$ cat config.mk
export PLATFORM = sky130hd
export DESIGN_NAME = hpack_huffman_decoder
export DESIGN_NICKNAME = d
export VERILOG_FILES = /design/src/hdl/hhd_pkg.sv /design/src/hdl/hpack_huffman_decoder.sv /design/src/hdl/hhd_match.sv /design/src/hdl/hhd_datapath.sv /design/src/hdl/hhd_ctrl.sv
export SDC_FILE = /design/constraint.sdc
export NUM_CORES = 1
export LEC_CHECK = 0
export ABC_AREA = 1
export CAP_MARGIN = 40
export CORE_AREA = 2 2 183 185
export CTS_CLUSTER_DIAMETER = 150
export CTS_CLUSTER_SIZE = 25
export DETAILED_ROUTE_END_ITERATION = 12
export DIE_AREA = 0 0 185 187
export DONT_BUFFER_PORTS = 1
export GPL_ROUTABILITY_DRIVEN = 1
export PLACE_DENSITY = 0.61
export SETUP_SLACK_MARGIN = 0.15
export SYNTH_ARGS = -nofsm -noshare
export SYNTH_HDL_FRONTEND = slang
export SYNTH_SLANG_ARGS = --single-unit
export TNS_END_PERCENT = 100
$ cat constraint.sdc
create_clock -name clk_i -period 10.75 [get_ports clk_i]
set_input_delay 3.225 -clock clk_i [delete_from_list [all_inputs] [get_ports clk_i]]
set_output_delay 3.225 -clock clk_i [all_outputs]
set_load 0.1 [all_outputs]
$ cat src/hdl/hhd_pkg.sv
// ----------------------------------------------------------------------------
// hhd_pkg
// Shared types, constants and the static Huffman code table for the decoder.
// ----------------------------------------------------------------------------
package hhd_pkg;

  localparam int unsigned DefMaxCodeBits = 30;
  localparam int unsigned BufW           = 37;
  localparam int unsigned CntW           = 6;
  localparam int unsigned LenW           = 5;
  localparam int unsigned NumCodes       = 257;
  localparam int unsigned EosSym         = 256;

  typedef logic [BufW-1:0] buf_t;
  typedef logic [CntW-1:0] cnt_t;

  // controller -> datapath
  typedef struct packed {
    logic load;       // shift in accepted byte
    logic len_start;  // restart length search at length 1
    logic len_step;   // advance to next length
    logic consume;    // drop matched code bits
    logic clear;      // empty buffer and error flag
    logic set_err;    // mark string failed
  } dp_cmd_t;

  // datapath -> controller
  typedef struct packed {
    logic hit;        // current length matches a code
    logic hit_eos;    // match is the end-of-string code
    logic len_over;   // length passed the buffered bits or the max length
    logic cnt_ge_max; // buffered bits reach the max code length
    logic cnt_ge8;    // eight or more bits left
    logic err;        // string failed earlier
  } dp_sts_t;

  // Canonical code: codes are assigned in order of (length, symbol value).
  // Lookup result of the code table: match flag and symbol index.
  typedef struct packed {
    logic       hit;
    logic [8:0] sym;
  } lookup_t;

  function automatic logic [29:0] code_of(input logic [8:0] s);
    logic [29:0] c;
    case (s)
      9'd0: c=30'h1ff8; 9'd1: c=30'h7fffd8; 9'd2: c=30'hfffffe2; 9'd3: c=30'hfffffe3;
      9'd4: c=30'hfffffe4; 9'd5: c=30'hfffffe5; 9'd6: c=30'hfffffe6; 9'd7: c=30'hfffffe7;
      9'd8: c=30'hfffffe8; 9'd9: c=30'hffffea; 9'd10: c=30'h3ffffffc; 9'd11: c=30'hfffffe9;
      9'd12: c=30'hfffffea; 9'd13: c=30'h3ffffffd; 9'd14: c=30'hfffffeb; 9'd15: c=30'hfffffec;
      9'd16: c=30'hfffffed; 9'd17: c=30'hfffffee; 9'd18: c=30'hfffffef; 9'd19: c=30'hffffff0;
      9'd20: c=30'hffffff1; 9'd21: c=30'hffffff2; 9'd22: c=30'h3ffffffe; 9'd23: c=30'hffffff3;
      9'd24: c=30'hffffff4; 9'd25: c=30'hffffff5; 9'd26: c=30'hffffff6; 9'd27: c=30'hffffff7;
      9'd28: c=30'hffffff8; 9'd29: c=30'hffffff9; 9'd30: c=30'hffffffa; 9'd31: c=30'hffffffb;
      9'd32: c=30'h14; 9'd33: c=30'h3f8; 9'd34: c=30'h3f9; 9'd35: c=30'hffa;
      9'd36: c=30'h1ff9; 9'd37: c=30'h15; 9'd38: c=30'hf8; 9'd39: c=30'h7fa;
      9'd40: c=30'h3fa; 9'd41: c=30'h3fb; 9'd42: c=30'hf9; 9'd43: c=30'h7fb;
      9'd44: c=30'hfa; 9'd45: c=30'h16; 9'd46: c=30'h17; 9'd47: c=30'h18;
      9'd48: c=30'h0; 9'd49: c=30'h1; 9'd50: c=30'h2; 9'd51: c=30'h19;
      9'd52: c=30'h1a; 9'd53: c=30'h1b; 9'd54: c=30'h1c; 9'd55: c=30'h1d;
      9'd56: c=30'h1e; 9'd57: c=30'h1f; 9'd58: c=30'h5c; 9'd59: c=30'hfb;
      9'd60: c=30'h7ffc; 9'd61: c=30'h20; 9'd62: c=30'hffb; 9'd63: c=30'h3fc;
      9'd64: c=30'h1ffa; 9'd65: c=30'h21; 9'd66: c=30'h5d; 9'd67: c=30'h5e;
      9'd68: c=30'h5f; 9'd69: c=30'h60; 9'd70: c=30'h61; 9'd71: c=30'h62;
      9'd72: c=30'h63; 9'd73: c=30'h64; 9'd74: c=30'h65; 9'd75: c=30'h66;
      9'd76: c=30'h67; 9'd77: c=30'h68; 9'd78: c=30'h69; 9'd79: c=30'h6a;
      9'd80: c=30'h6b; 9'd81: c=30'h6c; 9'd82: c=30'h6d; 9'd83: c=30'h6e;
      9'd84: c=30'h6f; 9'd85: c=30'h70; 9'd86: c=30'h71; 9'd87: c=30'h72;
      9'd88: c=30'hfc; 9'd89: c=30'h73; 9'd90: c=30'hfd; 9'd91: c=30'h1ffb;
      9'd92: c=30'h7fff0; 9'd93: c=30'h1ffc; 9'd94: c=30'h3ffc; 9'd95: c=30'h22;
      9'd96: c=30'h7ffd; 9'd97: c=30'h3; 9'd98: c=30'h23; 9'd99: c=30'h4;
      9'd100: c=30'h24; 9'd101: c=30'h5; 9'd102: c=30'h25; 9'd103: c=30'h26;
      9'd104: c=30'h27; 9'd105: c=30'h6; 9'd106: c=30'h74; 9'd107: c=30'h75;
      9'd108: c=30'h28; 9'd109: c=30'h29; 9'd110: c=30'h2a; 9'd111: c=30'h7;
      9'd112: c=30'h2b; 9'd113: c=30'h76; 9'd114: c=30'h2c; 9'd115: c=30'h8;
      9'd116: c=30'h9; 9'd117: c=30'h2d; 9'd118: c=30'h77; 9'd119: c=30'h78;
      9'd120: c=30'h79; 9'd121: c=30'h7a; 9'd122: c=30'h7b; 9'd123: c=30'h7ffe;
      9'd124: c=30'h7fc; 9'd125: c=30'h3ffd; 9'd126: c=30'h1ffd; 9'd127: c=30'hffffffc;
      9'd128: c=30'hfffe6; 9'd129: c=30'h3fffd2; 9'd130: c=30'hfffe7; 9'd131: c=30'hfffe8;
      9'd132: c=30'h3fffd3; 9'd133: c=30'h3fffd4; 9'd134: c=30'h3fffd5; 9'd135: c=30'h7fffd9;
      9'd136: c=30'h3fffd6; 9'd137: c=30'h7fffda; 9'd138: c=30'h7fffdb; 9'd139: c=30'h7fffdc;
      9'd140: c=30'h7fffdd; 9'd141: c=30'h7fffde; 9'd142: c=30'hffffeb; 9'd143: c=30'h7fffdf;
      9'd144: c=30'hffffec; 9'd145: c=30'hffffed; 9'd146: c=30'h3fffd7; 9'd147: c=30'h7fffe0;
      9'd148: c=30'hffffee; 9'd149: c=30'h7fffe1; 9'd150: c=30'h7fffe2; 9'd151: c=30'h7fffe3;
      9'd152: c=30'h7fffe4; 9'd153: c=30'h1fffdc; 9'd154: c=30'h3fffd8; 9'd155: c=30'h7fffe5;
      9'd156: c=30'h3fffd9; 9'd157: c=30'h7fffe6; 9'd158: c=30'h7fffe7; 9'd159: c=30'hffffef;
      9'd160: c=30'h3fffda; 9'd161: c=30'h1fffdd; 9'd162: c=30'hfffe9; 9'd163: c=30'h3fffdb;
      9'd164: c=30'h3fffdc; 9'd165: c=30'h7fffe8; 9'd166: c=30'h7fffe9; 9'd167: c=30'h1fffde;
      9'd168: c=30'h7fffea; 9'd169: c=30'h3fffdd; 9'd170: c=30'h3fffde; 9'd171: c=30'hfffff0;
      9'd172: c=30'h1fffdf; 9'd173: c=30'h3fffdf; 9'd174: c=30'h7fffeb; 9'd175: c=30'h7fffec;
      9'd176: c=30'h1fffe0; 9'd177: c=30'h1fffe1; 9'd178: c=30'h3fffe0; 9'd179: c=30'h1fffe2;
      9'd180: c=30'h7fffed; 9'd181: c=30'h3fffe1; 9'd182: c=30'h7fffee; 9'd183: c=30'h7fffef;
      9'd184: c=30'hfffea; 9'd185: c=30'h3fffe2; 9'd186: c=30'h3fffe3; 9'd187: c=30'h3fffe4;
      9'd188: c=30'h7ffff0; 9'd189: c=30'h3fffe5; 9'd190: c=30'h3fffe6; 9'd191: c=30'h7ffff1;
      9'd192: c=30'h3ffffe0; 9'd193: c=30'h3ffffe1; 9'd194: c=30'hfffeb; 9'd195: c=30'h7fff1;
      9'd196: c=30'h3fffe7; 9'd197: c=30'h7ffff2; 9'd198: c=30'h3fffe8; 9'd199: c=30'h1ffffec;
      9'd200: c=30'h3ffffe2; 9'd201: c=30'h3ffffe3; 9'd202: c=30'h3ffffe4; 9'd203: c=30'h7ffffde;
      9'd204: c=30'h7ffffdf; 9'd205: c=30'h3ffffe5; 9'd206: c=30'hfffff1; 9'd207: c=30'h1ffffed;
      9'd208: c=30'h7fff2; 9'd209: c=30'h1fffe3; 9'd210: c=30'h3ffffe6; 9'd211: c=30'h7ffffe0;
      9'd212: c=30'h7ffffe1; 9'd213: c=30'h3ffffe7; 9'd214: c=30'h7ffffe2; 9'd215: c=30'hfffff2;
      9'd216: c=30'h1fffe4; 9'd217: c=30'h1fffe5; 9'd218: c=30'h3ffffe8; 9'd219: c=30'h3ffffe9;
      9'd220: c=30'hffffffd; 9'd221: c=30'h7ffffe3; 9'd222: c=30'h7ffffe4; 9'd223: c=30'h7ffffe5;
      9'd224: c=30'hfffec; 9'd225: c=30'hfffff3; 9'd226: c=30'hfffed; 9'd227: c=30'h1fffe6;
      9'd228: c=30'h3fffe9; 9'd229: c=30'h1fffe7; 9'd230: c=30'h1fffe8; 9'd231: c=30'h7ffff3;
      9'd232: c=30'h3fffea; 9'd233: c=30'h3fffeb; 9'd234: c=30'h1ffffee; 9'd235: c=30'h1ffffef;
      9'd236: c=30'hfffff4; 9'd237: c=30'hfffff5; 9'd238: c=30'h3ffffea; 9'd239: c=30'h7ffff4;
      9'd240: c=30'h3ffffeb; 9'd241: c=30'h7ffffe6; 9'd242: c=30'h3ffffec; 9'd243: c=30'h3ffffed;
      9'd244: c=30'h7ffffe7; 9'd245: c=30'h7ffffe8; 9'd246: c=30'h7ffffe9; 9'd247: c=30'h7ffffea;
      9'd248: c=30'h7ffffeb; 9'd249: c=30'hffffffe; 9'd250: c=30'h7ffffec; 9'd251: c=30'h7ffffed;
      9'd252: c=30'h7ffffee; 9'd253: c=30'h7ffffef; 9'd254: c=30'h7fffff0; 9'd255: c=30'h3ffffee;
      default: c=30'h3fffffff;
    endcase
    return c;
  endfunction

  function automatic logic [LenW-1:0] len_of(input logic [8:0] s);
    logic [LenW-1:0] l;
    case (s)
      9'd0: l=5'd13; 9'd1: l=5'd23; 9'd2,9'd3,9'd4,9'd5,9'd6,9'd7,9'd8: l=5'd28;
      9'd9: l=5'd24; 9'd10: l=5'd30; 9'd11,9'd12: l=5'd28; 9'd13: l=5'd30;
      9'd14,9'd15,9'd16,9'd17,9'd18,9'd19,9'd20,9'd21: l=5'd28; 9'd22: l=5'd30;
      9'd23,9'd24,9'd25,9'd26,9'd27,9'd28,9'd29,9'd30,9'd31: l=5'd28;
      9'd32: l=5'd6; 9'd33,9'd34: l=5'd10; 9'd35: l=5'd12; 9'd36: l=5'd13; 9'd37: l=5'd6;
      9'd38: l=5'd8; 9'd39: l=5'd11; 9'd40,9'd41: l=5'd10; 9'd42: l=5'd8; 9'd43: l=5'd11;
      9'd44: l=5'd8; 9'd45,9'd46,9'd47: l=5'd6; 9'd48,9'd49,9'd50: l=5'd5;
      9'd51,9'd52,9'd53,9'd54,9'd55,9'd56,9'd57: l=5'd6; 9'd58: l=5'd7; 9'd59: l=5'd8;
      9'd60: l=5'd15; 9'd61: l=5'd6; 9'd62: l=5'd12; 9'd63: l=5'd10; 9'd64: l=5'd13;
      9'd65: l=5'd6; 9'd88: l=5'd8; 9'd90: l=5'd8; 9'd91: l=5'd13; 9'd92: l=5'd19;
      9'd93: l=5'd13; 9'd94: l=5'd14; 9'd95: l=5'd6; 9'd96: l=5'd15; 9'd97: l=5'd5;
      9'd98: l=5'd6; 9'd99: l=5'd5; 9'd100: l=5'd6; 9'd101: l=5'd5;
      9'd102,9'd103,9'd104: l=5'd6; 9'd105: l=5'd5; 9'd106,9'd107: l=5'd7;
      9'd108,9'd109,9'd110: l=5'd6; 9'd111: l=5'd5; 9'd112: l=5'd6; 9'd113: l=5'd7;
      9'd114: l=5'd6; 9'd115,9'd116: l=5'd5; 9'd117: l=5'd6;
      9'd118,9'd119,9'd120,9'd121,9'd122: l=5'd7; 9'd123: l=5'd15; 9'd124: l=5'd11;
      9'd125: l=5'd14; 9'd126: l=5'd13; 9'd127: l=5'd28;
      9'd128: l=5'd20; 9'd129: l=5'd22; 9'd130,9'd131: l=5'd20;
      9'd132,9'd133,9'd134: l=5'd22; 9'd135: l=5'd23; 9'd136: l=5'd22;
      9'd137,9'd138,9'd139,9'd140,9'd141: l=5'd23; 9'd142: l=5'd24; 9'd143: l=5'd23;
      9'd144,9'd145: l=5'd24; 9'd146: l=5'd22; 9'd147: l=5'd23; 9'd148: l=5'd24;
      9'd149,9'd150,9'd151,9'd152: l=5'd23; 9'd153: l=5'd21; 9'd154: l=5'd22;
      9'd155: l=5'd23; 9'd156: l=5'd22; 9'd157,9'd158: l=5'd23; 9'd159: l=5'd24;
      9'd160: l=5'd22; 9'd161: l=5'd21; 9'd162: l=5'd20; 9'd163,9'd164: l=5'd22;
      9'd165,9'd166: l=5'd23; 9'd167: l=5'd21; 9'd168: l=5'd23; 9'd169,9'd170: l=5'd22;
      9'd171: l=5'd24; 9'd172: l=5'd21; 9'd173: l=5'd22; 9'd174,9'd175: l=5'd23;
      9'd176,9'd177: l=5'd21; 9'd178: l=5'd22; 9'd179: l=5'd21; 9'd180: l=5'd23;
      9'd181: l=5'd22; 9'd182,9'd183: l=5'd23; 9'd184: l=5'd20;
      9'd185,9'd186,9'd187: l=5'd22; 9'd188: l=5'd23; 9'd189,9'd190: l=5'd22;
      9'd191: l=5'd23; 9'd192,9'd193: l=5'd26; 9'd194: l=5'd20; 9'd195: l=5'd19;
      9'd196: l=5'd22; 9'd197: l=5'd23; 9'd198: l=5'd22; 9'd199: l=5'd25;
      9'd200,9'd201,9'd202: l=5'd26; 9'd203,9'd204: l=5'd27; 9'd205: l=5'd26;
      9'd206: l=5'd24; 9'd207: l=5'd25; 9'd208: l=5'd19; 9'd209: l=5'd21;
      9'd210: l=5'd26; 9'd211,9'd212: l=5'd27; 9'd213: l=5'd26; 9'd214: l=5'd27;
      9'd215: l=5'd24; 9'd216,9'd217: l=5'd21; 9'd218,9'd219: l=5'd26; 9'd220: l=5'd28;
      9'd221,9'd222,9'd223: l=5'd27; 9'd224: l=5'd20; 9'd225: l=5'd24; 9'd226: l=5'd20;
      9'd227: l=5'd21; 9'd228: l=5'd22; 9'd229,9'd230: l=5'd21; 9'd231: l=5'd23;
      9'd232,9'd233: l=5'd22; 9'd234,9'd235: l=5'd25; 9'd236,9'd237: l=5'd24;
      9'd238: l=5'd26; 9'd239: l=5'd23; 9'd240: l=5'd26; 9'd241: l=5'd27;
      9'd242,9'd243: l=5'd26; 9'd244,9'd245,9'd246,9'd247,9'd248: l=5'd27;
      9'd249: l=5'd28; 9'd250,9'd251,9'd252,9'd253,9'd254: l=5'd27; 9'd255: l=5'd26;
      9'd256: l=5'd30;
      default: l=5'd7; // 66..87, 89
    endcase
    return l;
  endfunction

endpackage

$ cat src/hdl/hpack_huffman_decoder.sv
// ----------------------------------------------------------------------------
// hpack_huffman_decoder
// HPACK static Huffman string decoder, one encoded byte per request.
// ----------------------------------------------------------------------------
// Input channel: data_byte_i/last_byte_i under in_valid_i/in_stall_o.
// Output channel: one result per request under out_valid_o/out_stall_i:
// decoded symbols, an error result, and a closing result after a byte
// marked last. last_of_run_o flags the final result caused by one byte.
// A byte is taken only while the sequencer is idle; a byte that arrives
// after an error and is not last is dropped with no search. Otherwise
// the search runs one code length per cycle, from length 1 upward, but
// waits while a result is due and the output register is stalled.
// Each found code is consumed and the search restarts at length 1. The
// search that finds no further code ends when the length passes the bits
// left or MaxCodeBits. Errors and closing results have their own states.
// A symbol is held until the next search outcome sets its last_of_run flag,
// then shows on the port from the output register in the next cycle.
// Reset clears the bit buffer, count, error flag and output register.
// While the receiver stalls, the result holds; a further result waits.
// ----------------------------------------------------------------------------
module hpack_huffman_decoder #(
  parameter int unsigned MaxCodeBits = hhd_pkg::DefMaxCodeBits
) (
  input  logic       clk_i,
  input  logic       rst_ni,
  input  logic       in_valid_i,
  output logic       in_stall_o,
  input  logic [7:0] data_byte_i,
  input  logic       last_byte_i,
  output logic       out_valid_o,
  input  logic       out_stall_i,
  output logic [7:0] symbol_o,
  output logic       symbol_valid_o,
  output logic       decode_error_o,
  output logic       string_done_o,
  output logic       last_of_run_o
);

  hhd_pkg::dp_cmd_t cmd;
  hhd_pkg::dp_sts_t sts;
  logic             sym_out;

  hhd_datapath #(.MaxCodeBits(MaxCodeBits)) u_dp (
    .clk_i, .rst_ni, .byte_i(data_byte_i), .cmd_i(cmd), .sym_out_i(sym_out),
    .sts_o(sts), .sym_o(symbol_o)
  );

  hhd_ctrl u_ctrl (
    .clk_i, .rst_ni, .in_valid_i, .in_stall_o, .last_i(last_byte_i),
    .out_valid_o, .out_stall_i, .sym_out_o(sym_out),
    .o_sv_o(symbol_valid_o), .o_err_o(decode_error_o), .o_done_o(string_done_o),
    .o_last_o(last_of_run_o), .sts_i(sts), .cmd_o(cmd)
  );

endmodule

$ cat src/hdl/hhd_match.sv
// ----------------------------------------------------------------------------
// hhd_match
// Code table lookup: finds the symbol whose code of a given length equals
// the given top bits of the buffer. Constant table compared in parallel.
// ----------------------------------------------------------------------------
module hhd_match (
  input  logic [29:0]              bits_i,
  input  logic [hhd_pkg::LenW-1:0] len_i,
  output hhd_pkg::lookup_t         res_o
);

  always_comb begin
    res_o = '0;
    for (int s = hhd_pkg::NumCodes - 1; s >= 0; s--) begin
      if (hhd_pkg::len_of(9'(s)) == len_i && hhd_pkg::code_of(9'(s)) == bits_i) begin
        res_o.hit = 1'b1;
        res_o.sym = 9'(s);
      end
    end
  end

endmodule

$ cat src/hdl/hhd_datapath.sv
// ----------------------------------------------------------------------------
// hhd_datapath
// Bit buffer, bit count, length search register, error flag and the
// pending and output symbol registers.
// ----------------------------------------------------------------------------
module hhd_datapath #(
  parameter int unsigned MaxCodeBits = hhd_pkg::DefMaxCodeBits
) (
  input  logic             clk_i,
  input  logic             rst_ni,
  input  logic [7:0]       byte_i,
  input  hhd_pkg::dp_cmd_t cmd_i,
  input  logic             sym_out_i,
  output hhd_pkg::dp_sts_t sts_o,
  output logic [7:0]       sym_o
);

  localparam int unsigned LW = $clog2(MaxCodeBits + 2);

  hhd_pkg::buf_t    buf_q, buf_d;
  hhd_pkg::cnt_t    cnt_q, cnt_d;
  logic [LW-1:0]    len_q, len_d;
  logic             err_q, err_d;
  logic [7:0]       psym_q, psym_d;
  logic [7:0]       osym_q, osym_d;
  logic [29:0]      top;
  logic [hhd_pkg::LenW-1:0] len5;
  hhd_pkg::lookup_t lk;
  hhd_pkg::buf_t    mask;

  always_comb begin
    top = 30'((buf_q >> (cnt_q - hhd_pkg::cnt_t'(len_q))) &
              ((hhd_pkg::buf_t'(1) << len_q) - hhd_pkg::buf_t'(1)));
  end

  // lengths above 31 never match a table entry
  assign len5 = (len_q > LW'(31)) ? '0 : hhd_pkg::LenW'(len_q);

  hhd_match u_match (.bits_i(top), .len_i(len5), .res_o(lk));

  assign sts_o.hit        = lk.hit && (len_q != '0);
  assign sts_o.hit_eos    = lk.sym == 9'(hhd_pkg::EosSym);
  assign sts_o.len_over   = (32'(len_q) > MaxCodeBits) || (32'(len_q) > 32'(cnt_q));
  assign sts_o.cnt_ge_max = 32'(cnt_q) >= MaxCodeBits;
  assign sts_o.cnt_ge8    = cnt_q >= hhd_pkg::cnt_t'(8);
  assign sts_o.err        = err_q;
  assign sym_o            = osym_q;

  always_comb begin
    buf_d  = buf_q;
    cnt_d  = cnt_q;
    len_d  = len_q;
    err_d  = err_q;
    psym_d = psym_q;
    osym_d = osym_q;
    mask  = (hhd_pkg::buf_t'(1) << (cnt_q - hhd_pkg::cnt_t'(len_q))) - hhd_pkg::buf_t'(1);
    if (cmd_i.load) begin
      buf_d = {buf_q[hhd_pkg::BufW-9:0], byte_i};
      cnt_d = cnt_q + hhd_pkg::cnt_t'(8);
    end
    if (cmd_i.consume) begin
      buf_d  = buf_q & mask;
      cnt_d  = cnt_q - hhd_pkg::cnt_t'(len_q);
      psym_d = lk.sym[7:0];
    end
    // error and closing results carry a zero symbol
    if (sym_out_i) osym_d = psym_q;
    else if (cmd_i.clear) osym_d = '0;
    if (cmd_i.len_start) len_d = LW'(1);
    else if (cmd_i.len_step) len_d = len_q + LW'(1);
    if (cmd_i.set_err) err_d = 1'b1;
    if (cmd_i.clear) begin
      buf_d = '0;
      cnt_d = '0;
      if (!cmd_i.set_err) err_d = 1'b0;
    end
  end

  always_ff @(posedge clk_i or negedge rst_ni) begin
    if (!rst_ni) begin
      buf_q  <= '0;
      cnt_q  <= '0;
      len_q  <= LW'(1);
      err_q  <= 1'b0;
      psym_q <= '0;
      osym_q <= '0;
    end else begin
      buf_q  <= buf_d;
      cnt_q  <= cnt_d;
      len_q  <= len_d;
      err_q  <= err_d;
      psym_q <= psym_d;
      osym_q <= osym_d;
    end
  end

`ifndef SYNTH
  a_cnt_bound: assert property (@(posedge clk_i) disable iff (!rst_ni)
    cnt_q <= hhd_pkg::cnt_t'(hhd_pkg::BufW)) else $error("bit count overflow");
  a_err_clears_buf: assert property (@(posedge clk_i) disable iff (!rst_ni)
    cmd_i.set_err |=> cnt_q == '0) else $error("buffer not cleared on error");
  a_consume_hit: assert property (@(posedge clk_i) disable iff (!rst_ni)
    cmd_i.consume |-> sts_o.hit) else $error("consume without match");
`endif

endmodule

$ cat src/hdl/hhd_ctrl.sv
// ----------------------------------------------------------------------------
// hhd_ctrl
// Sequencer: accepts a byte, steps the length search, and issues results.
// ----------------------------------------------------------------------------
module hhd_ctrl (
  input  logic             clk_i,
  input  logic             rst_ni,
  input  logic             in_valid_i,
  output logic             in_stall_o,
  input  logic             last_i,
  output logic             out_valid_o,
  input  logic             out_stall_i,
  output logic             sym_out_o,
  output logic             o_sv_o,
  output logic             o_err_o,
  output logic             o_done_o,
  output logic             o_last_o,
  input  hhd_pkg::dp_sts_t sts_i,
  output hhd_pkg::dp_cmd_t cmd_o
);

  typedef enum logic [3:0] {
    StIdle   = 4'b0001,
    StSearch = 4'b0010,
    StErr    = 4'b0100,
    StClose  = 4'b1000
  } state_e;

  state_e st_q, st_d;
  logic   last_q, last_d;
  logic   pend_q, pend_d;  // decoded symbol waiting in the datapath
  logic   ov_q, ov_d;      // output register full
  logic   sv_q, sv_d, er_q, er_d, dn_q, dn_d, lr_q, lr_d;
  logic   free;

  assign free        = !ov_q || !out_stall_i;
  assign out_valid_o = ov_q;
  assign in_stall_o  = (st_q != StIdle);
  assign o_sv_o = sv_q;
  assign o_err_o = er_q;
  assign o_done_o = dn_q;
  assign o_last_o = lr_q;

  always_comb begin
    st_d = st_q; last_d = last_q; pend_d = pend_q;
    ov_d = ov_q && out_stall_i;
    sv_d = sv_q; er_d = er_q; dn_d = dn_q; lr_d = lr_q;
    cmd_o = '0;
    sym_out_o = 1'b0;
    case (st_q)
      StIdle: begin
        if (in_valid_i) begin
          last_d = last_i;
          cmd_o.len_start = 1'b1;
          if (sts_i.err) begin
            st_d = last_i ? StClose : StIdle;
          end else begin
            cmd_o.load = 1'b1;
            st_d = StSearch;
          end
        end
      end
      StSearch: begin
        if (sts_i.len_over) begin
          if (sts_i.cnt_ge_max || (last_q && sts_i.cnt_ge8)) st_d = StErr;
          else if (last_q) st_d = StClose;
          else if (!pend_q) st_d = StIdle;
          else if (free) begin
            // nothing else comes from this byte: the held symbol ends the run
            ov_d = 1'b1; sv_d = 1'b1; er_d = 1'b0; dn_d = 1'b0; lr_d = 1'b1;
            sym_out_o = 1'b1;
            pend_d = 1'b0;
            st_d = StIdle;
          end
        end else if (sts_i.hit) begin
          if (sts_i.hit_eos) st_d = StErr;
          else if (!pend_q || free) begin
            // a further symbol is found; a held one, if any, is issued now
            if (pend_q) begin
              ov_d = 1'b1; sv_d = 1'b1; er_d = 1'b0; dn_d = 1'b0; lr_d = 1'b0;
              sym_out_o = 1'b1;
            end
            cmd_o.consume = 1'b1;
            cmd_o.len_start = 1'b1;
            pend_d = 1'b1;
          end
        end else begin
          cmd_o.len_step = 1'b1;
        end
      end
      StErr: begin
        if (free) begin
          if (pend_q) begin
            ov_d = 1'b1; sv_d = 1'b1; er_d = 1'b0; dn_d = 1'b0; lr_d = 1'b0;
            sym_out_o = 1'b1;
            pend_d = 1'b0;
          end else begin
            ov_d = 1'b1; sv_d = 1'b0; er_d = 1'b1; dn_d = 1'b0; lr_d = !last_q;
            cmd_o.set_err = 1'b1;
            cmd_o.clear = 1'b1;
            st_d = last_q ? StClose : StIdle;
          end
        end
      end
      StClose: begin
        if (free) begin
          if (pend_q) begin
            ov_d = 1'b1; sv_d = 1'b1; er_d = 1'b0; dn_d = 1'b0; lr_d = 1'b0;
            sym_out_o = 1'b1;
            pend_d = 1'b0;
          end else begin
            ov_d = 1'b1; sv_d = 1'b0; er_d = sts_i.err; dn_d = 1'b1; lr_d = 1'b1;
            cmd_o.clear = 1'b1;
            st_d = StIdle;
          end
        end
      end
      default: st_d = StIdle;
    endcase
  end

  always_ff @(posedge clk_i or negedge rst_ni) begin
    if (!rst_ni) begin
      st_q <= StIdle; last_q <= 1'b0; pend_q <= 1'b0; ov_q <= 1'b0;
      sv_q <= 1'b0; er_q <= 1'b0; dn_q <= 1'b0; lr_q <= 1'b0;
    end else begin
      st_q <= st_d; last_q <= last_d; pend_q <= pend_d; ov_q <= ov_d;
      sv_q <= sv_d; er_q <= er_d; dn_q <= dn_d; lr_q <= lr_d;
    end
  end

`ifndef SYNTH
  a_no_overwrite: assert property (@(posedge clk_i) disable iff (!rst_ni)
    (ov_q && out_stall_i) |=> ov_q) else $error("result dropped");
  a_done_is_last: assert property (@(posedge clk_i) disable iff (!rst_ni)
    (ov_q && dn_q) |-> lr_q) else $error("closing result not last of run");
  a_idle_accept: assert property (@(posedge clk_i) disable iff (!rst_ni)
    !in_stall_o |-> st_q == StIdle) else $error("accept outside idle");
  a_idle_no_pend: assert property (@(posedge clk_i) disable iff (!rst_ni)
    st_q == StIdle |-> !pend_q) else $error("symbol left behind");
`endif

endmodule

== Yosys cells after proc, flatten, opt, wreduce, memory -nomap -nowiden ==
Cells that the tools add are included.

* $add $sub $neg: 5
* Bitwise logic cells: 2
* Reduce and logical (&&, ||, !) cells: 282
* Shift operators: 3
* Order comparisons: 5
* Equality and inequality tests: 298
* Muxes and demuxes: 367

{| class="wikitable"
|+ Operators with widths
! cell !! count
|-
| $mux 10 || 257
|-
| $eq 7x30->1 const A || 32
|-
| $eq 23x30->1 const A || 29
|-
| $eq 28x30->1 const A || 29
|-
| $eq 22x30->1 const A || 26
|-
| $eq 27x30->1 const A || 19
|-
| $eq 26x30->1 const A || 15
|-
| $eq 6x30->1 const A || 14
|-
| $eq 21x30->1 const A || 13
|-
| $eq 24x30->1 const A || 12
|-
| $eq 5x30->1 const A || 12
|-
| $logic_and 1x1->1 || 260
|-
| $eq 20x30->1 const A || 8
|-
| $eq 13x30->1 const A || 6
|-
| $eq 8x30->1 const A || 6
|-
| $eq 10x30->1 const A || 5
|-
| $eq 25x30->1 const A || 4
|-
| $eq 3x30->1 const A || 4
|-
| $eq 30x30->1 const A || 4
|-
| $mux 37 || 3
|-
| $eq 11x30->1 const A || 3
|-
| $eq 15x30->1 const A || 3
|-
| $eq 19x30->1 const A || 3
|-
| $mux 1 || 69
|-
| 54 further kinds || 126
|}

* Register bits: 76
* Logic and storage cells: 976
* Input bits: 13

== Depth between registers and ports, before layout ==
* Depth in word-level cells: 269
* Mapped depth: 84
* Depth with buffers taken out: 83

== Cells and area by module ==
From an unflattened synthesis, not the netlist that was laid out.

* Cells, all modules: 2202
* Area, all modules: 12278.0 um^2

{| class="wikitable"
|+ Modules (own cells, without submodules)
! module !! times used !! area each (um^2) !! cells each !! seq. area each (um^2)
|-
| hhd_datapath || 1 || 7519.7 || 1257 || 1627.8
|-
| hhd_match || 1 || 3802.4 || 806 || 0.0
|-
| hhd_ctrl || 1 || 955.9 || 139 || 276.5
|}

== Least setup slack after synthesis ==
Ideal clock, no wire load.

* Path kind: register to register
* Start point: register u_dp.len_q[0]
* End point: register u_dp.psym_q[0]
* Cell stages (with the launch flop): 84
* Data required time: 10633 ps
* Period minus slack after synthesis: 7510 ps
* Setup slack: 3240 ps
* Data arrival time: 7393 ps
* Setup time: 117 ps
* Buffers on the path: 2
* Path through: dfstp_2 -> ha_1 -> inv_1 -> fa_1 -> inv_1 -> buf_2 -> buf_2 -> nand3_1 -> nand2_1 -> nand2_1 -> nand3_1 -> nand3_1 -> nand2_1 -> nand2_1 -> nand2_1 -> inv_2 -> nand3_1 -> nor2_1 -> [... 48 more ...] -> nor2_1 -> nand4_1 -> nor2_1 -> nand4_1 -> nor2_1 -> nand4_1 -> nor2_1 -> nand4_1 -> nor2_1 -> nand4_1 -> nor2_1 -> nand4_1 -> nor2_1 -> nand4_1 -> nor2_1 -> nand4_1 -> nand2_1 -> nand2_1

* Cells in the longest elaborated chain, start to end: 267

{| class="wikitable"
|+ RTL lines
! what !! RTL line !! text
|-
| start, declared || hhd_datapath.sv:22 || <nowiki>logic [LW-1:0] len_q, len_d;</nowiki>
|-
| start signal, assigned || hhd_datapath.sv:90 || <nowiki>len_q <= len_d;</nowiki>
|-
| $sub 6x5->6 / $shl 1x5->30 (equally long branches) || hhd_datapath.sv:32, hhd_datapath.sv:33 ||
|-
| $shr 37x6->30 / $sub 30x1->30 (equally long branches) || hhd_datapath.sv:32, hhd_datapath.sv:33 ||
|-
| $and 30x30->30 || hhd_datapath.sv:32 || <nowiki>top = 30'((buf_q >> (cnt_q - hhd_pkg::cnt_t'(len_q))) &</nowiki>
|-
| $eq 30x30->1 || hhd_match.sv:15 || <nowiki>if (hhd_pkg::len_of(9'(s)) == len_i && hhd_pkg::code_of(9'(s)) == bits_i) begin</nowiki>
|-
| $logic_and 1x1->1 || hhd_match.sv:15 ||
|-
| $mux 10 (257 in series) || hhd_match.sv:15 ||
|-
| $eq 9x9->1 || hhd_datapath.sv:42 || <nowiki>assign sts_o.hit_eos = lk.sym == 9'(hhd_pkg::EosSym);</nowiki>
|-
| $mux 1 || hhd_ctrl.sv:76 || <nowiki>if (sts_i.hit_eos) st_d = StErr;</nowiki>
|-
| $mux 1 || hhd_ctrl.sv:75 || <nowiki>end else if (sts_i.hit) begin</nowiki>
|-
| $mux 3 || hhd_ctrl.sv:64 || <nowiki>if (sts_i.len_over) begin</nowiki>
|-
| $mux 2 || hhd_ctrl.sv:50 || <nowiki>case (st_q)</nowiki>
|-
| end signal, assigned || hhd_datapath.sv:92 || <nowiki>psym_q <= psym_d;</nowiki>
|-
| end, declared || hhd_datapath.sv:24 || <nowiki>logic [7:0] psym_q, psym_d;</nowiki>
|}

Several ways; a longest one is shown, not always the timed one.
A chain may end at the register's enable or synchronous reset.

== Worst setup path after layout ==
Same ends and word-level chain as after synthesis.

==> flow_metrics.tcl <==
set metrics [dict create \
    drtPass1Iterations 6 \
    path_clk_slew_ps 80 \
    synth_top_area_share_pct 16.42 \
    htreeDepth 3 \
    cts_tree "done" \
    post_cts_buffers 0 \
    p_clk_share_pct 7.3 \
    yosysWarnings 0 \
    cts_resized 0 \
    grt-ovfl-total 0 \
    cp-startpoint "u_dp.len_q[0]" \
    arrival_ps 9790 \
    cts_buffers 9 \
    final_util_pct 42.70 \
    critPathTopFamily "simple AND/OR/NAND/NOR gates" \
    cp-end-kind "register" \
    r2r-start "u_dp.len_q[0]" \
    cpPeakStageDelay_ps 600 \
    grt_pass1_wl_mm 97.20 \
    fin_cells 2848 \
    synth_most_common_cell "nand2_1" \
    die_y_microns 187 \
    antenna_left 0 \
    cts_max_path_buffers 2 \
    crit_fanout 41 \
    antenna_cells 0 \
    dr_total_vias 17430 \
    post-place-ws_ps 945.9 \
    portBuffers 0 \
    setup_tns_ps 0 \
    drc 0 \
    power_density_mw_per_mm2 335.8 \
    hold_viol_final 0 \
    area_growth_pct 9.213 \
    clock_sinks 76 \
    setup_viol 0 \
    hold_class "register to register" \
    maxCapViolations 0 \
    peakVddDrop_mv 0.2420 \
    rsz0062_at_grt "false" \
    finalNetCount 2424 \
    drt_iter0_drc 2336 \
    dp_cells 2831 \
    synth_common_cells "nand2_1, nor2_1, inv_1" \
    syn_inst 2411 \
    post-route-period-util_pct 88.65 \
    syn_area_per_cell_sq_um 5.329 \
    seqPwrFrac_pct 12.5 \
    clock-skew-final_ps 13.39 \
    drive_above_1_share_pct 6.375 \
    die_x_microns 185 \
    leakage_nw 6.680 \
    wl_mm 63.80 \
    fin_crit_ps 9530 \
    syn-cell-area_sq_mm 0.01285 \
    synth_edf_count 0 \
    synthFlopType "dfrtp_1" \
    viasPerCell 6.119 \
    start_kind "register" \
    netSwitchingFraction_pct 65.18 \
    synth_area_leaders "nand2_1, dfrtp_1, nand3_1, nor2_1, inv_1" \
    dpl.hpwl_mm 49.98 \
    dieArea_sq_mm 0.03460 \
    antenna_found_initial 0 \
    timing_worst_setup_path_type "register to register" \
    yosysUniqueCellTypes 62 \
    track_usage_pct 36.53 \
    relSlewSlack_pct 34.80 \
    cp_common_cell "nor2_1" \
    cts_hold_buf 0 \
    num_rows 67 \
    ioPinCount 27 \
    start_util_pct 39.10 \
    status "finished, final reports clean" \
    combPwrFrac_pct 80.2 \
    root_buffer "clkbuf_16" \
    crit_path_top_delay_cell "dfstp_2" \
    cp_num_buf_inv 4 \
    yosys.area.top_type "nand2_1" \
    cp.required_ps 11010 \
    finalPower_mw 4.711 \
    worst_slew_pin_slew_ps 953.3 \
    p_int_mw 1.640 \
    drv_slew 0 \
    grt_pass1_vias 16360 \
    fp.coreArea_sq_mm 0.03286 \
    wl_per_cell_microns 22.40 \
    fin_ws_ps 1220 \
    syn-num-nets 2440 \
    gp_congestion 1.003 \
    synthArstFlopShare_pct 100.0 \
    synth-seq-cells 76 \
    p_switching_mw 3.071 \
    hold_path.startpoint "u_dp.psym_q[7]" \
    grt_start_max_net_pins 77 \
    fmax_ghz 0.1049 \
    clock_latency_ps 370 \
    yosysSeqAreaShare_pct 14.82 \
]
[cells by family (layout without fill, tap and decap cells)]
family,after synthesis,in the layout,share of synthesized area [%]
flops,76,76,14.82
xor+xnor,8,8,0.5454
simple gates,1510,1510,52.33
fa+ha+maj,16,16,1.617
compound gates,379,379,17.57
buf+inv,420,409,12.95
mux,2,2,0.1656
[cell type report]
type | count | area (sq um)
clock buffers | 9 | 225.2
flip-flops and latches | 76 | 1907
fillers | 3721 | 18830
repair buffers | 53 | 658.1
well taps | 448 | 560.5
multi-input cells | 1915 | 9311
clock inverters | 7 | 87.58
inverters | 340 | 1281
[power by group through the flow]
| stage | logic (mW) | clock network [mW] | registers (mW) |
|---|---|---|---|
| detailed placement | 3.59 | 0 | 0.597 |
| global placement | 3.43 | 0 | 0.668 |
| global route | 4.15 | 0.363 | 0.594 |
| finish | 3.78 | 0.346 | 0.588 |
| floorplan | 2.54 | 0 | 0.589 |
| CTS | 3.61 | 0.353 | 0.593 |
[path summary, 6_finish.rpt]
check | slack [ps] | end | cells past startpoint
min reg2reg | 500 | u_dp.psym_q[7] | 2
min in group asynchronous | 2550 | u_dp.buf_q[5] | 0
max | 1220 | u_dp.psym_q[0] | 80
min | 500 | u_dp.psym_q[7] | 2
max in group asynchronous | 8000 | u_dp.len_q[0] | 0
max reg2reg | 1220 | u_dp.psym_q[0] | 80
[through the flow]
step,instance area [sq um],hold WS [ps]
6_report,14030,504.5
5_1_grt,14030,531.9
4_1_cts,13940,502.6
3_5_place_dp,13630,483.7
3_3_place_gp,13290,477.5
2_1_floorplan,12850,448.8
[state kept, by name, summed over array words and instances, names as in the netlist]
name / cells
u_ctrl.o_done_o: 1
u_ctrl.last_q: 1
u_ctrl.out_valid_o: 1
u_ctrl.o_sv_o: 1
u_dp.len_q: 5
u_ctrl.o_err_o: 1
u_ctrl.pend_q: 1
u_dp.err_q: 1
u_dp.psym_q: 8
u_dp.buf_q: 37
u_dp.sym_o: 8
u_ctrl.o_last_o: 1
u_ctrl.st_q: 4
u_dp.cnt_q: 6
[worst register-to-register path, delay by kind of cell, from the launching register on]
| family | cells | cell delay (ps) |
|---|---|---|
| buffers and inverters | 4 | 580 |
| flip-flops | 1 | 600 |
| AND/OR/NAND/NOR | 74 | 7700 |
| adder cells (fa/ha/maj) | 2 | 520 |
[metal layers]
layer / GRT usage (%) / vias to the layer above / share of wire [%]
met3: 4.790 / 243 / 8.4
met5: 0 / - / 0
met1: 47.05 / 8037 / 40
met2: 58.95 / 1048 / 45
met4: 19.84 / 0 / 6.4
li1: - / 8098 / -
[cell usage in the layout (no fill, tap or decap), types with 4 or more instances in the layout]
cell type	synthesis	layout
nor2_4	6	6
o31ai_1	7	7
a31oi_1	11	11
clkinv_1	7	7
o32ai_1	4	4
nand3b_1	12	12
nand2_1	562	559
a21oi_1	64	64
xor2_1	5	5
a22oi_1	4	4
a221oi_1	5	5
nor3_1	78	78
o21ai_0	175	172
nand2_2	12	12
nand2_4	1	4
inv_6	0	4
a32oi_1	4	4
o211ai_1	26	26
o221ai_1	6	6
buf_4	1	33
o2111ai_1	7	7
nor4_1	31	31
o21ai_1	5	8
nor2_1	376	374
nor2_2	14	16
o41ai_1	5	5
nand4_1	90	90
inv_2	27	25
ha_1	15	14
buf_16	0	12
nand3_2	7	7
dfrtp_1	74	72
o22ai_1	24	24
a2111oi_0	4	4
a211oi_1	14	14
inv_1	306	306
clkbuf_16	0	9
nand3_1	304	304
Power figures use the tool's default switching activity.
